### src/hw/rtl/waypoint_mission_with_dead_reckoning_unit_assert.svh
// ----------------------------------------------------------------------------
// waypoint mission unit: assertion macros
// shared forms for the concurrent checks of the mission block
// ----------------------------------------------------------------------------
`ifndef WAYPOINT_MISSION_WITH_DEAD_RECKONING_UNIT_ASSERT_SVH
`define WAYPOINT_MISSION_WITH_DEAD_RECKONING_UNIT_ASSERT_SVH

// checked on every edge outside reset
`define WMDR_ASSERT(lbl, prop, msg) \
  lbl: assert property (@(posedge clk_i) disable iff (!rst_ni) prop) else $error(msg);

// checked on every edge, reset included
`define WMDR_ASSERT_ALWAYS(lbl, prop, msg) \
  lbl: assert property (@(posedge clk_i) prop) else $error(msg);

`endif

### src/hw/rtl/wmdr_pkg.sv
// ----------------------------------------------------------------------------
// wmdr_pkg
// constants, types and helpers of the waypoint mission odometry unit
// ----------------------------------------------------------------------------
package wmdr_pkg;

  localparam int CordicStepsDef = 16;

  // register map indexes
  localparam logic [2:0] RegForwardSpeed   = 3'd0;
  localparam logic [2:0] RegXGoal          = 3'd1;
  localparam logic [2:0] RegYGoal          = 3'd2;
  localparam logic [2:0] RegTurnRate       = 3'd3;
  localparam logic [2:0] RegTurnAngleLimit = 3'd4;

  localparam logic signed [31:0] ForwardSpeedRst   = 32'sd16384;
  localparam logic signed [31:0] XGoalRst          = 32'sd163840;
  localparam logic signed [31:0] YGoalRst          = 32'sd327680;
  localparam logic signed [31:0] TurnRateRst       = 32'sd13107;
  localparam logic signed [31:0] TurnAngleLimitRst = 32'sd100433;

  // mission phases
  localparam logic [1:0] PhDriveX = 2'd0;
  localparam logic [1:0] PhTurn   = 2'd1;
  localparam logic [1:0] PhDriveY = 2'd2;
  localparam logic [1:0] PhStop   = 2'd3;

  localparam logic signed [34:0] GainQ16 = 35'sd144179;
  localparam logic signed [31:0] SlowQ16 = 32'sd6554;
  localparam logic signed [31:0] TinyQ16 = 32'sd7;

  localparam logic signed [35:0] PiQ30     = 36'sd3373259426;
  localparam logic signed [35:0] TwoPiQ30  = 36'sd6746518852;
  localparam logic signed [35:0] HalfPiQ30 = 36'sd1686629713;
  localparam logic signed [33:0] CordicKQ30 = 34'sd652032875;

  typedef struct packed {
    logic               start;
    logic signed [31:0] angle;
  } trig_req_t;

  typedef struct packed {
    logic               start;
    logic signed [63:0] dividend;
    logic signed [45:0] divisor;
  } div_req_t;

  function automatic logic signed [31:0] sat32(input logic signed [71:0] v);
    if (v > 72'sd2147483647) begin
      return 32'sh7fffffff;
    end
    if (v < -72'sd2147483648) begin
      return 32'sh80000000;
    end
    return v[31:0];
  endfunction

  // round to nearest, ties upward
  function automatic logic signed [69:0] rnd16(input logic signed [69:0] v);
    return (v + 70'sd32768) >>> 16;
  endfunction

  function automatic logic signed [69:0] rnd30(input logic signed [69:0] v);
    return (v + 70'sd536870912) >>> 30;
  endfunction

  function automatic logic signed [35:0] atan_q30(input logic [4:0] i);
    case (i)
      5'd0:  return 36'sd843314857;
      5'd1:  return 36'sd497837830;
      5'd2:  return 36'sd263043837;
      5'd3:  return 36'sd133525159;
      5'd4:  return 36'sd67021687;
      5'd5:  return 36'sd33543516;
      5'd6:  return 36'sd16775851;
      5'd7:  return 36'sd8388437;
      5'd8:  return 36'sd4194283;
      5'd9:  return 36'sd2097149;
      5'd10: return 36'sd1048576;
      5'd11: return 36'sd524288;
      5'd12: return 36'sd262144;
      5'd13: return 36'sd131072;
      5'd14: return 36'sd65536;
      5'd15: return 36'sd32768;
      5'd16: return 36'sd16384;
      5'd17: return 36'sd8192;
      5'd18: return 36'sd4096;
      5'd19: return 36'sd2048;
      5'd20: return 36'sd1024;
      5'd21: return 36'sd512;
      5'd22: return 36'sd256;
      5'd23: return 36'sd128;
      5'd24: return 36'sd64;
      5'd25: return 36'sd32;
      5'd26: return 36'sd16;
      5'd27: return 36'sd8;
      5'd28: return 36'sd4;
      5'd29: return 36'sd2;
      5'd30: return 36'sd1;
      default: return 36'sd0;
    endcase
  endfunction

endpackage

### src/hw/rtl/wmdr_div.sv
// ----------------------------------------------------------------------------
// wmdr_div
// radix-2 restoring divider, one quotient bit a cycle, truncating toward zero
// ----------------------------------------------------------------------------
module wmdr_div import wmdr_pkg::*; (
  input  logic               clk_i,
  input  logic               rst_ni,
  input  div_req_t           req_i,
  output logic               done_o,
  output logic signed [63:0] quot_o
);

  logic        busy_q, done_q, neg_q;
  logic [5:0]  cnt_q;
  logic [45:0] rem_q, den_q;
  logic [63:0] dvd_q;
  logic [46:0] trial;
  logic        ge;

  assign trial = {rem_q, dvd_q[63]};
  assign ge    = trial >= {1'b0, den_q};

  always_ff @(posedge clk_i or negedge rst_ni) begin
    if (!rst_ni) begin
      busy_q <= 1'b0;
      done_q <= 1'b0;
      cnt_q  <= '0;
    end else begin
      done_q <= 1'b0;
      if (req_i.start) begin
        busy_q <= 1'b1;
        cnt_q  <= '0;
      end else if (busy_q) begin
        cnt_q <= cnt_q + 6'd1;
        if (cnt_q == 6'd63) begin
          busy_q <= 1'b0;
          done_q <= 1'b1;
        end
      end
    end
  end

  always_ff @(posedge clk_i) begin
    if (req_i.start) begin
      rem_q <= '0;
      dvd_q <= req_i.dividend[63] ? 64'(-req_i.dividend) : 64'(req_i.dividend);
      den_q <= req_i.divisor[45] ? 46'(-req_i.divisor) : 46'(req_i.divisor);
      neg_q <= req_i.dividend[63] ^ req_i.divisor[45];
    end else if (busy_q) begin
      rem_q <= ge ? 46'(trial - {1'b0, den_q}) : trial[45:0];
      dvd_q <= {dvd_q[62:0], ge};
    end
  end

  assign done_o = done_q;
  assign quot_o = neg_q ? -$signed(dvd_q) : $signed(dvd_q);

endmodule

### config.mk
export PLATFORM = sky130hd
export DESIGN_NAME = wmdr_div
export DESIGN_NICKNAME = d
export VERILOG_FILES = /design/src/hw/rtl/waypoint_mission_with_dead_reckoning_unit_assert.svh /design/src/hw/rtl/wmdr_pkg.sv /design/src/hw/rtl/wmdr_div.sv
export SDC_FILE = /design/constraint.sdc
export NUM_CORES = 1
export LEC_CHECK = 0
export ABC_AREA = 1
export BUFFER_PORTS_ARGS = -buffer_cell sky130_fd_sc_hd__buf_4
export CAP_MARGIN = 20
export CORE_ASPECT_RATIO = 0.8
export CORE_MARGIN = 1.5
export CORE_UTILIZATION = 55
export CTS_BUF_LIST = sky130_fd_sc_hd__clkbuf_4 sky130_fd_sc_hd__clkbuf_8
export CTS_CLUSTER_DIAMETER = 50
export DETAILED_ROUTE_END_ITERATION = 12
export GPL_ROUTABILITY_DRIVEN = 0
export PLACE_DENSITY = 0.74
export SYNTH_ARGS = -nofsm -noshare
export SYNTH_HDL_FRONTEND = slang
export SYNTH_SLANG_ARGS = --single-unit
### constraint.sdc
create_clock -name clk_i -period 8.9 [get_ports clk_i]
set_input_delay 2.225 -clock clk_i [delete_from_list [all_inputs] [get_ports clk_i]]
set_output_delay 2.225 -clock clk_i [all_outputs]
set_load 0.02 [all_outputs]
* Word-level counts from Yosys, hierarchy flattened *
Cells that the tools add are included.

storage, ports and cells
  output and inout bits = 65
  flip-flop bits (word level) = 165
  logic and storage cells = 31
  input bits = 113

operators by class
  reductions and logical operators = 1
  bitwise operators = 1
  order comparisons = 1
  equality and inequality tests = 1
  add/sub/neg operators = 5
  muxes and demuxes = 14

operator list
  kind                                          number
  two-way mux 64 bit                            4
  negation 64 bit                               2
  greater-or-equal comparator 47 x 46 -> 1 bit  1
  two-way mux 46 bit                            1
  negation 46 bit                               1
  subtractor 46 bit                             1
  two-way mux 45 bit                            1
  two-way mux 6 bit                             2
  adder 6 x 1 -> 6 bit (second input constant)  1
  == test 6 bit (second input constant)         1
  two-way mux 1 bit                             6
  nonzero test 2 bit                            1
  bitwise XOR 1 bit                             1

* Depth between registers and ports, before layout *
Gate-level depths: netlist of the first run.

  word-level depth = 4
  depth in mapped cells = 19
  depth with buffers taken out = 18

* Worst setup path after synthesis of the first run *
OpenSTA, ideal clock, no wires.

  kind = input-to-reg
  from = input req_i[110] (netlist name)
  to = register dvd_q[0], enable pin
  stages = 4
  buffers on the path = 2
  arrival = 4.631 ns
  data required time = 8.446 ns
  setup time = 0.454 ns
  setup slack = 3.816 ns
  cell sequence = clkbuf_1 nor2_1 inv_1 clkbuf_1

between the ends
  word-level cells in the longest chain between the ends = 1

ends and longest elaborated chain
  element                       line            source
  from (decl)                   wmdr_div.sv:8   input div_req_t req_i,
  nonzero test 2 bit (no line)  -
  to (signal assigned)          wmdr_div.sv:46  dvd_q <= req_i.dividend[63] ? 64'(-req_i.dividend) : 64'(req_i.dividend);
  to (signal assigned)          wmdr_div.sv:51  dvd_q <= {dvd_q[62:0], ge};
  to (decl)                     wmdr_div.sv:16  logic [63:0] dvd_q;

Every way passes these cells.
A chain may end at the register's enable or synchronous reset.

* Final worst setup path of the first run *
  from = register neg_q
  to = output quot_o[11]

between the ends
  word-level cells in the longest chain between the ends = 1

ends and longest elaborated chain
  element                 line            source
  from (decl)             wmdr_div.sv:13  logic busy_q, done_q, neg_q;
  from (signal assigned)  wmdr_div.sv:48  neg_q <= req_i.dividend[63] ^ req_i.divisor[45];
  two-way mux 64 bit      wmdr_div.sv:56  assign quot_o = neg_q ? -$signed(dvd_q) : $signed(dvd_q);
  to (decl)               wmdr_div.sv:10  output logic signed [63:0] quot_o

Every way passes these cells.

==> results of run 1 <==
[layer usage]
metal | vias to the layer above | share of wire | GRT usage | wire, microns
met3 | 92 | 0.16 | 0.114 | 8840
met4 | 0 | 0.016 | 0.0670 | 856
met5 | - | 0 | 0 | 0
met2 | 1086 | 0.36 | 0.454 | 19900
met1 | 8032 | 0.46 | 0.558 | 25600
li1 | 8709 | - | - | -
[logic make-up after synthesis]
kind of cell | share of synthesized area
AO/OA/AOI/OAI | 0.0660
XOR/XNOR | 0.0867
adder cells (fa/ha/maj) | 0.0392
buffers and inverters | 0.122
flip-flops | 0.271
AND/OR/NAND/NOR | 0.416
[area by class of cell]
class / instances / area [sq um]
tap: 377 / 472
clock buffer: 17 / 234
clock inverter: 15 / 185
multi-input combinational: 2015 / 10000
timing repair buffer: 185 / 1420
fill: 2839 / 10900
sequential: 165 / 4450
inverter: 446 / 1670
[cell usage in the layout, fill, tap and decap left out, drive strengths merged, types with 4 or more instances in the layout]
cell	netlist	routed
nand4	56	56
dfxtp	46	46
xor2	123	123
and2	4	4
xnor2	40	40
nand3b	35	35
o211ai	6	6
nor3	41	41
o21bai	7	7
clkinv	3	9
nor4	7	7
nor2	334	334
clkbuf	34	17
dfrtp	8	8
inv	443	449
a31oi	6	6
o21ai	126	126
buf	29	185
a21oi	44	44
nand3	200	200
ha	50	50
edfxtp	111	111
nand2	917	917
[stage by stage]
stage                     utilization  cells
after detailed placement        0.613   3186
final                           0.628   3220
after floorplan                     -   2689
after global routing            0.628   3220
after global placement          0.613   3186
after CTS                       0.627   3218
[worst max path at each step]
stage / endpoint / slack, ps / cells after the start
floorplan: dvd_q[0]$_DFFE_PP_ / 3820 / 4
global placement: quot_o[13] / 4310 / 5
detailed placement: quot_o[29] / 4220 / 5
CTS: quot_o[29] / 3670 / 5
global route: quot_o[11] / 3460 / 5
finish: quot_o[11] / 3600 / 5
[sequential cells by signal, indices dropped and copies added (netlist names)]
register / cells
neg_q: 1
cnt_q: 6
rem_q: 46
busy_q: 1
den_q: 46
done_o: 1
dvd_q: 64
[cell usage after synthesis (3+ instances only)]
| cell | n | area (sq um) |
|---|---|---|
| buf_6 | 9 | 101 |
| xnor2_1 | 40 | 350 |
| clkinv_1 | 3 | 11.3 |
| nor3b_1 | 3 | 22.5 |
| nor3_1 | 37 | 185 |
| ha_1 | 50 | 626 |
| dfrtp_1 | 8 | 200 |
| inv_1 | 433 | 1630 |
| and2_1 | 4 | 25.0 |
| nand2_2 | 18 | 113 |
| inv_2 | 10 | 37.5 |
| o21bai_1 | 7 | 52.6 |
| nand3b_1 | 35 | 263 |
| xor2_1 | 123 | 1080 |
| o21ai_2 | 5 | 43.8 |
| o211ai_1 | 6 | 45.0 |
| nand2_1 | 897 | 3370 |
| o21ai_1 | 13 | 65.1 |
| nand3_1 | 196 | 981 |
| buf_1 | 9 | 33.8 |
| a41oi_1 | 3 | 26.3 |
| buf_2 | 7 | 35.0 |
| nor2_4 | 5 | 56.3 |
| a21oi_1 | 42 | 210 |
| nor4_1 | 7 | 43.8 |
| dfxtp_1 | 46 | 921 |
| nor2_2 | 18 | 113 |
| clkbuf_1 | 34 | 128 |
| and3_1 | 3 | 18.8 |
| buf_4 | 4 | 30.0 |
| nor2_1 | 311 | 1170 |
| o21ai_0 | 108 | 541 |
| a31oi_1 | 6 | 37.5 |
| nand3_2 | 4 | 40.0 |
| edfxtp_1 | 111 | 3330 |
| nand4_1 | 56 | 350 |
[worst register-to-register path, cell delays in order, from the launching register on]
cell and delay, ps:
edfxtp_1 480, inv_1 80, ha_1 400, a21oi_2 170, nand2_2 90, nand2_1 80, nand2_2 90, nand2_1 90
nand2_2 90, nand2_2 90, nand2_2 70, nand2_4 430, nand2_4 490, nand2_1 170, o21ai_0 240
[power by group]
part	internal (mW)	leakage (nW)	switching [mW]
combinational	0.254	7.52	0.494
sequential	0.889	1.64	0.0616
clock	0.217	0.197	0.348
total	1.36	9.36	0.904
==> flow_summary.yaml, run 1 <==
status:
  outcome: "complete, no violations"
synth:
  ys_ff_latch: 165
  synth_edf_count: 111
  netlist_instances: 2689
  yosys_warnings: 0
  synth_area_per_cell_sq_um: 6.12
  mappedNetlistArea_sq_um: 16500
  synthFlopType: "edfxtp_1"
  yosysSeqAreaShare: 0.271
  async_flop_share: 0.0485
  synth_cell_types: 47
  synth_fp_nets: 2853
die:
  ioPinCount: 178
  die_w_microns: 196
  rows: 56
  die_height_microns: 158
  dieArea_sq_um: 31000
  initial_core_util: 0.561
  coreArea_sq_um: 29400
worst_setup_path:
  slowest_stage: "clkinv_1"
  r2r_cells: 14
  crit_chain: "buf_4 > clkinv_1 > a21oi_1 > xor2_1 > buf_4"
  startpoint_type: "flop"
  r2r-start: "den_q[2]$_DFFE_PP_"
  crit_buf_inv: 3
  cpMostUsedCell: "buf_4"
  critPathMaxFanout: 55
  arrival_ps: 3080
  endpoint_kind: "output pin"
  r2r_end: "dvd_q[0]$_DFFE_PP_"
  startpoint: "neg_q$_DFFE_PP_"
  path_class: "flop to output pin"
  cpPeakStageDelay_ps: 820
  regToRegSetupSlack_ps: 5500
  critPathRequiredTime_ps: 6680
  cp_top_family: "buffers and inverters"
pwr:
  power.density_nw_per_um2: 123
  leakagePower_nw: 9.36
  p_total_mw: 2.26
  peakVddDrop_v: 0.000103
finish:
  antenna_cells: 0
  drive_gt1_frac: 0.102
  final_area_sq_um: 18500
  fin_nets: 2994
  areaGrowthSynthToFinish_pct: 12.1
clock_tree:
  cts-buffers-inserted: 17
  clockBufferDepth: 2
  cts.sinks: 165
  cts_resized: 0
  cts-htree-levels: 4
  cts_root_buf: "clkbuf_8"
  hold_buffers: 0
  postCtsSetupBuffers: 0
  worstSkewPairLatency_ps: 480
  clk_pin_slew_worst_paths_ps: 110
  cts_tree: "built"
min_path:
  min_from: "rem_q[42]$_SDFFE_PP0P_"
  whs_endpoint: "rem_q[42]$_SDFFE_PP0P_"
  hold-path-cell-count: 2
  min_path_type: "flop to flop"
sta:
  max_slew_margin: 0.301
  finalSetupTns_ps: 0
  skew_ps: 19.7
  holdWs_ps: 475
  min_period_ps: 5300
  setup_viol: 0
  fmax_ghz: 0.189
  setup_slack_ps: 3600
  slew_viol_final: 0
  timing.final.crit_share: 0.596
  worst_pin_slew_ps: 1050
  rsz0062_at_grt: "no"
  hold_viol_final: 0
drt:
  final_antenna_net_count: 0
  wire_per_inst_microns: 17.1
  dr.pass1.iters: 6
  vias: 17900
  drt-initial-drc-count: 2860
  avgViaCountPerCell: 5.56
  totalWireLength_microns: 55200
  drcViolationCount: 0
place:
  post-dp-hpwl_microns: 44600
  numPortBuffers: 177
  preCtsSetupSlack_ps: 4220
  place_area_sq_um: 18000
grt:
  grt_pass1_vias: 15600
  grt_pass1_wl_microns: 84500
  grt_antenna_before_repair: 0
  grt_start_max_net_pins: 82
  grt_usage: 0.353
  grt-ovfl-total: 0
flow_run:
  cap_violations: 0
Note: power is estimated with default switching activity, not from simulation.
==> run 2: changes to the inputs <==
--- a/config.mk
+++ b/config.mk
@@ -5,7 +5,7 @@
 export SDC_FILE = /design/constraint.sdc
 export NUM_CORES = 1
 export LEC_CHECK = 0
-export ABC_AREA = 1
+export ABC_AREA = 0
 export BUFFER_PORTS_ARGS = -buffer_cell sky130_fd_sc_hd__buf_4
 export CAP_MARGIN = 20
 export CORE_ASPECT_RATIO = 0.8
@@ -15,7 +15,7 @@
 export CTS_CLUSTER_DIAMETER = 50
 export DETAILED_ROUTE_END_ITERATION = 12
 export GPL_ROUTABILITY_DRIVEN = 0
-export PLACE_DENSITY = 0.74
+export PLACE_DENSITY = 0.76
 export SYNTH_ARGS = -nofsm -noshare
 export SYNTH_HDL_FRONTEND = slang
 export SYNTH_SLANG_ARGS = --single-unit
==> constraint.sdc (replaced) <==
create_clock -name clk_i -period 5.1 [get_ports clk_i]
set_input_delay 1.275 -clock clk_i [delete_from_list [all_inputs] [get_ports clk_i]]
set_output_delay 1.275 -clock clk_i [all_outputs]
set_load 0.02 [all_outputs]
==> run 2 against run 1 <==
Sequential share of layout area increased by 5.6 points. Sequential cell count unchanged. Synthesized cell count fell by 44%. Largest power group unchanged. Non-clock buffer count rose by 9. Wire length is 37% lower. Cell count is 40% lower. Critical path depth is 5 higher. Clock skew rose by 11 ps. Clock-buffer cell count unchanged.
==> flow_summary.yaml, run 2 <==
sta:
  fmax_ghz: 0.201
  worst_pin_slew_ps: 1020
  skew_ps: 30.4
  min_period_ps: 4980
  finalSetupTns_ps: 0
  hold_viol_final: 0
  slew_viol_final: 0
  setup_slack_ps: 118
  holdWs_ps: 507
  max_slew_margin: 0.320
  setup_viol: 0
  timing.final.crit_share: 0.977
grt:
  grt_start_max_net_pins: 118
  grt_usage: 0.280
  grt_antenna_before_repair: 0
  grt_pass1_vias: 10600
  grt_pass1_wl_microns: 55300
  grt-ovfl-total: 0
finish:
  nFillCells: 1916
  drive_gt1_frac: 0.169
  mostFrequentLayoutCell: "buf_4"
  finalCoreUtilization: 0.643
  antenna_cells: 0
  final_area_sq_um: 15000
  final_cell_mix: "191 x buf_4, 144 x nor2_1, 133 x xnor2_1"
  fin_nets: 1786
  layout_top_registers: "dvd_q: 64 flops, den_q: 46 flops, rem_q: 46 flops"
  largest-register: "dvd_q"
  areaGrowthSynthToFinish_pct: 15.3
  largest_register_ffs: 64
  finalNonFillerCells: 1947
place:
  placedCellCount: 1907
  post-dp-hpwl_microns: 26400
  preCtsSetupSlack_ps: 210
  place_area_sq_um: 14500
  numPortBuffers: 177
drt:
  totalWireLength_microns: 35000
  final_antenna_net_count: 0
  wire_per_inst_microns: 18.0
  drt-initial-drc-count: 1219
  vias: 11800
  drcViolationCount: 0
  avgViaCountPerCell: 6.08
  dr.pass1.iters: 6
pwr:
  power.density_nw_per_um2: 250
  p_total_mw: 3.75
  peakVddDrop_v: 0.000187
  leakagePower_nw: 5.87
die:
  ioPinCount: 178
  die_w_microns: 175
  rows: 50
  initial_core_util: 0.558
  die_height_microns: 141
  dieArea_sq_um: 24600
  coreArea_sq_um: 23300
worst_setup_path:
  crit_buf_inv: 2
  critPathCapture: "quot_o[56]"
  slowest_stage: "or4_4"
  worstSetupPathDepth: 10
  cpPeakStageDelay_ps: 640
  critPathMaxFanout: 6
  arrival_ps: 3710
  r2r_end: "rem_q[32]$_SDFFE_PP0P_"
  cp_top_family: "simple AND/OR/NAND/NOR gates"
  r2r_cells: 13
  regToRegSetupSlack_ps: 860
  path_class: "flop to output pin"
  r2r-start: "dvd_q[63]$_DFFE_PP_"
  critPathRequiredTime_ps: 3830
  startpoint: "dvd_q[10]$_DFFE_PP_"
  crit_chain: "or4_4 > nor3_1 > buf_4 > nand4_1 > nand2b_4 > nand4b_1 > or4_4 > o31ai_2 > xnor2_1 > buf_4"
  startpoint_type: "flop"
  endpoint_kind: "output pin"
synth:
  ys_ff_latch: 165
  synth_cell_types: 74
  synthFlopType: "edfxtp_1"
  synth_fp_nets: 1658
  synth_area_leaders: "edfxtp_1 26%, xnor2_1 9.0%, dfxtp_1 7.1%"
  synth_top_area_frac: 0.256
  yosys.cell_count.top_type: "nor2_1"
  yosys.area.top_type: "edfxtp_1"
  yosys_warnings: 0
  yosysSeqAreaShare: 0.342
  mappedNetlistArea_sq_um: 13000
  synth_area_per_cell_sq_um: 8.71
  synth_edf_count: 111
  synthTopCellsByCount: "145 x nor2_1, 133 x xnor2_1, 111 x edfxtp_1"
  netlist_instances: 1494
  async_flop_share: 0.0485
clock_tree:
  cts.sinks: 165
  cts-buffers-inserted: 17
  clk_pin_slew_worst_paths_ps: 100
  cts_tree: "built"
  worstSkewPairLatency_ps: 490
  cts_root_buf: "clkbuf_8"
  clockBufferDepth: 2
  hold_buffers: 0
  cts-htree-levels: 4
flow_run:
  cap_violations: 0
min_path:
  min_path_type: "flop to flop"
status:
  outcome: "complete, no violations"
## run 2: cell count changes after synthesis, sizes merged, moves of 35 or more
cell | previous run | this run
nand4 | 56 | 21
xor2 | 123 | 78
clkbuf | 34 | 72
nor2 | 334 | 145
nand3 | 200 | 23
xnor2 | 40 | 133
inv | 443 | 71
mux2i | 0 | 40
a211oi | 0 | 43
a21oi | 44 | 108
or3 | 0 | 37
o31ai | 2 | 54
nand2 | 917 | 100
## run 2: where the power goes
part	internal, mW	switching (mW)
Clock	0.405	0.551
Sequential	1.56	0.117
Combinational	0.476	0.641
## run 2: layout make-up
type | instances | area [sq um] | area share
multi-input cells | 1173 | 8000 | 0.533
flip-flops and latches | 165 | 4460 | 0.297
repair buffers | 194 | 1490 | 0.0990
well taps | 312 | 390 | 0.0260
inverters | 71 | 267 | 0.0178
clock buffers | 17 | 234 | 0.0156
clock inverters | 15 | 170 | 0.0113
## run 2: per-layer routing
layer,global-route usage,routed length (microns)
met2,0.400,14900
met5,0,0
met4,0.0612,378
met1,0.433,16700
met3,0.0518,3080
## run 2: repair_timing
item	CTS	global route
endpoints found under the hold margin	0	0
setup buffers	0	8
pin swaps	0	1
endpoints found under the setup margin	6	11
gates resized for setup	4	10
## run 2: worst min path at each step
stage / end / start / slack [ps] / depth (start not counted)
after CTS: rem_q[37]$_SDFFE_PP0P_ / rem_q[37]$_SDFFE_PP0P_ / 510 / 2
final: rem_q[37]$_SDFFE_PP0P_ / rem_q[37]$_SDFFE_PP0P_ / 510 / 2
after global placement: rem_q[43]$_SDFFE_PP0P_ / rem_q[42]$_SDFFE_PP0P_ / 490 / 2
after global routing: rem_q[1]$_SDFFE_PP0P_ / rem_q[1]$_SDFFE_PP0P_ / 530 / 2
after floorplan: rem_q[43]$_SDFFE_PP0P_ / rem_q[42]$_SDFFE_PP0P_ / 470 / 2
after detailed placement: rem_q[37]$_SDFFE_PP0P_ / rem_q[37]$_SDFFE_PP0P_ / 500 / 2
## run 2: logic make-up after synthesis
| family | synth area share |
|---|---|
| simple gates | 0.175 |
| compound gates | 0.207 |
| xor+xnor | 0.142 |
| flops | 0.342 |
| buf+inv | 0.0483 |
| fa+ha+maj | 0.0496 |
| mux | 0.0360 |
## run 2: worst reg2reg max path, cell delays in order (launching register included)
cell and delay, ps:
edfxtp_1 460, inv_1 200, ha_1 200, inv_1 50, fa_1 410, a211oi_1 340
o211ai_1 300, a311o_1 390, o21ai_0 580, o21bai_1 340, a221oi_1 400, xnor2_1 160
mux2i_1 90, a211oi_1 230
==> run 3: changes to the inputs <==
--- a/config.mk
+++ b/config.mk
@@ -8,14 +8,16 @@
 export ABC_AREA = 0
 export BUFFER_PORTS_ARGS = -buffer_cell sky130_fd_sc_hd__buf_4
 export CAP_MARGIN = 20
+export CELL_PAD_IN_SITES_DETAIL_PLACEMENT = 1
+export CELL_PAD_IN_SITES_GLOBAL_PLACEMENT = 1
 export CORE_ASPECT_RATIO = 0.8
 export CORE_MARGIN = 1.5
-export CORE_UTILIZATION = 55
+export CORE_UTILIZATION = 46
 export CTS_BUF_LIST = sky130_fd_sc_hd__clkbuf_4 sky130_fd_sc_hd__clkbuf_8
 export CTS_CLUSTER_DIAMETER = 50
 export DETAILED_ROUTE_END_ITERATION = 12
 export GPL_ROUTABILITY_DRIVEN = 0
-export PLACE_DENSITY = 0.76
+export PLACE_DENSITY = 0.82
 export SYNTH_ARGS = -nofsm -noshare
 export SYNTH_HDL_FRONTEND = slang
 export SYNTH_SLANG_ARGS = --single-unit
==> run 3 against run 2 <==
Setup slack better by 5.8 ps. Register-to-register slack better by 320 ps. Sequential cell count stayed put. Wire length is 13% higher. Clock-buffer cell count is 3 higher. Clock power is 14% higher. Global-route usage is 0.99 points lower. Sequential power hardly changed. Final area is 0.86% higher. Combinational power hardly changed. Core utilization is 9.4 points lower. Sequential share of layout area is 0.25 points lower. Largest power group unchanged.
==> flow_summary.yaml, run 3 (synthesized netlist as in run 2, its figures left out) <==
worst_setup_path:
  regToRegSetupSlack_ps: 1180
  path_class: "flop to output pin"
  r2r_end: "rem_q[36]$_SDFFE_PP0P_"
  r2r_cells: 13
  cpMostUsedCell: "buf_4"
  critPathMaxFanout: 6
  arrival_ps: 3700
  r2r-start: "den_q[4]$_DFFE_PP_"
  crit_buf_inv: 2
  slowest_stage: "or4_4"
  cp_top_family: "simple AND/OR/NAND/NOR gates"
  startpoint_type: "flop"
  endpoint_kind: "output pin"
  crit_chain: "or4_1 > nor3_1 > buf_4 > nand4_1 > nand2b_4 > nand4b_1 > or4_4 > o31ai_4 > xnor2_1 > buf_4"
  cpPeakStageDelay_ps: 570
  critPathRequiredTime_ps: 3830
min_path:
  min_from: "rem_q[16]$_SDFFE_PP0P_"
  hold-path-cell-count: 2
  whs_endpoint: "rem_q[16]$_SDFFE_PP0P_"
  min_path_type: "flop to flop"
finish:
  layout_top_registers: "dvd_q: 64 flops, den_q: 46 flops, rem_q: 46 flops"
  largest-register: "dvd_q"
  antenna_cells: 0
  areaGrowthSynthToFinish_pct: 16.3
  seq_area_sq_um: 4460
  mostFrequentLayoutCell: "buf_4"
  multi_input_area_sq_um: 8020
  final_cell_mix: "193 x buf_4, 145 x nor2_1, 133 x xnor2_1"
  nFillCells: 3280
  finalCoreUtilization: 0.549
  final_area_sq_um: 15100
  drive_gt1_frac: 0.171
  fin_nets: 1788
  largest_register_ffs: 64
  finalNonFillerCells: 2001
drt:
  final_antenna_net_count: 0
  dr.pass1.iters: 5
  drcViolationCount: 0
  vias: 11900
  avgViaCountPerCell: 5.96
  totalWireLength_microns: 39500
  drt-initial-drc-count: 715
  wire_per_inst_microns: 19.8
sta:
  setup_viol: 0
  hold_viol_final: 0
  slew_viol_final: 0
  finalSetupTns_ps: 0
  timing.final.crit_share: 0.976
  min_period_ps: 4980
  skew_ps: 19.4
  fmax_ghz: 0.201
  worst_pin_slew_ps: 978
  holdWs_ps: 509
  max_slew_margin: 0.348
  rsz0062_at_grt: "yes"
  setup_slack_ps: 124
die:
  ioPinCount: 178
  dieArea_sq_um: 29300
  rows: 54
  coreArea_sq_um: 27600
  die_height_microns: 153
  initial_core_util: 0.472
  die_w_microns: 191
flow_run:
  cap_violations: 0
pwr:
  power.density_nw_per_um2: 257
  peakVddDrop_v: 0.000161
  p_total_mw: 3.89
  leakagePower_nw: 5.89
clock_tree:
  cts-buffers-inserted: 17
  cts_root_buf: "clkbuf_8"
  clk_pin_slew_worst_paths_ps: 90
  cts.sinks: 165
  worstSkewPairLatency_ps: 490
  cts-htree-levels: 4
  cts_tree: "built"
  clockBufferDepth: 2
place:
  place_area_sq_um: 14600
  numPortBuffers: 177
  preCtsSetupSlack_ps: 372
  placedCellCount: 1964
  post-dp-hpwl_microns: 30000
grt:
  grt_pass1_wl_microns: 63300
  grt_usage: 0.270
  grt_pass1_vias: 11900
  grt_antenna_before_repair: 0
  grt_start_max_net_pins: 160
  grt-ovfl-total: 0
status:
  outcome: "complete, no violations"
run 3: cell types whose count changed in the layout (fill, tap and decap cells not counted), sizes merged:
cell	before	now
bufinv	1	4
buf	194	196
inv	75	72
clkinvlp	3	5
clkinv	7	2
clkbuf	17	20
run 3: worst reg2reg max path, delay by kind of cell (launching register included):
| kind | cells | cell delay, ps |
|---|---|---|
| compound gates | 6 | 1340 |
| simple gates | 2 | 890 |
| buf+inv | 3 | 570 |
| fa+ha+maj | 1 | 430 |
| flops | 1 | 330 |
| mux | 1 | 230 |
run 3: timing repair:
| action | 4_1_cts | 5_1_grt |
|---|---|---|
| setup endpoints to repair | 6 | 14 |
| hold buffers | 0 | 0 |
| setup buffers | 2 | 3 |
| pin swaps | 0 | 0 |
| resized for setup | 4 | 12 |
run 3: power by group:
| part | leakage [nW] | switching (mW) | internal, mW |
|---|---|---|---|
| registers | 1.59 | 0.116 | 1.56 |
| logic | 4.10 | 0.652 | 0.474 |
| clock network | 0.206 | 0.541 | 0.550 |
run 3: final cells by class:
class	instances	area share
clock buffer	20	0.0170
timing repair buffer	196	0.0991
sequential	165	0.294
tap	364	0.0301
inverter	71	0.0176
clock inverter	12	0.0119
multi-input combinational	1173	0.530
run 3: how the worst max path moves through the flow:
| stage | startpoint | slack [ps] | depth (start not counted) | endpoint |
|---|---|---|---|---|
| after floorplan | dvd_q[10]$_DFFE_PP_ | 740 | 9 | quot_o[60] |
| after global placement | req_i[54] | 530 | 10 | dvd_q[51]$_DFFE_PP_ |
| after detailed placement | dvd_q[4]$_DFFE_PP_ | 370 | 10 | quot_o[58] |
| after CTS | dvd_q[10]$_DFFE_PP_ | -2 | 10 | quot_o[60] |
| after global routing | dvd_q[11]$_DFFE_PP_ | -20 | 11 | quot_o[33] |
| final | dvd_q[9]$_DFFE_PP_ | 120 | 10 | quot_o[58] |
run 3: layer usage:
| metal | global-route usage | routed length [microns] | up-vias | part of all wire |
|---|---|---|---|---|
| li1 | - | - | 5716 | - |
| met1 | 0.390 | 18900 | 5856 | 0.48 |
| met4 | 0.0662 | 660 | 0 | 0.017 |
| met3 | 0.0324 | 1690 | 44 | 0.043 |
| met5 | 0 | 0 | - | 0 |
| met2 | 0.426 | 18300 | 306 | 0.46 |
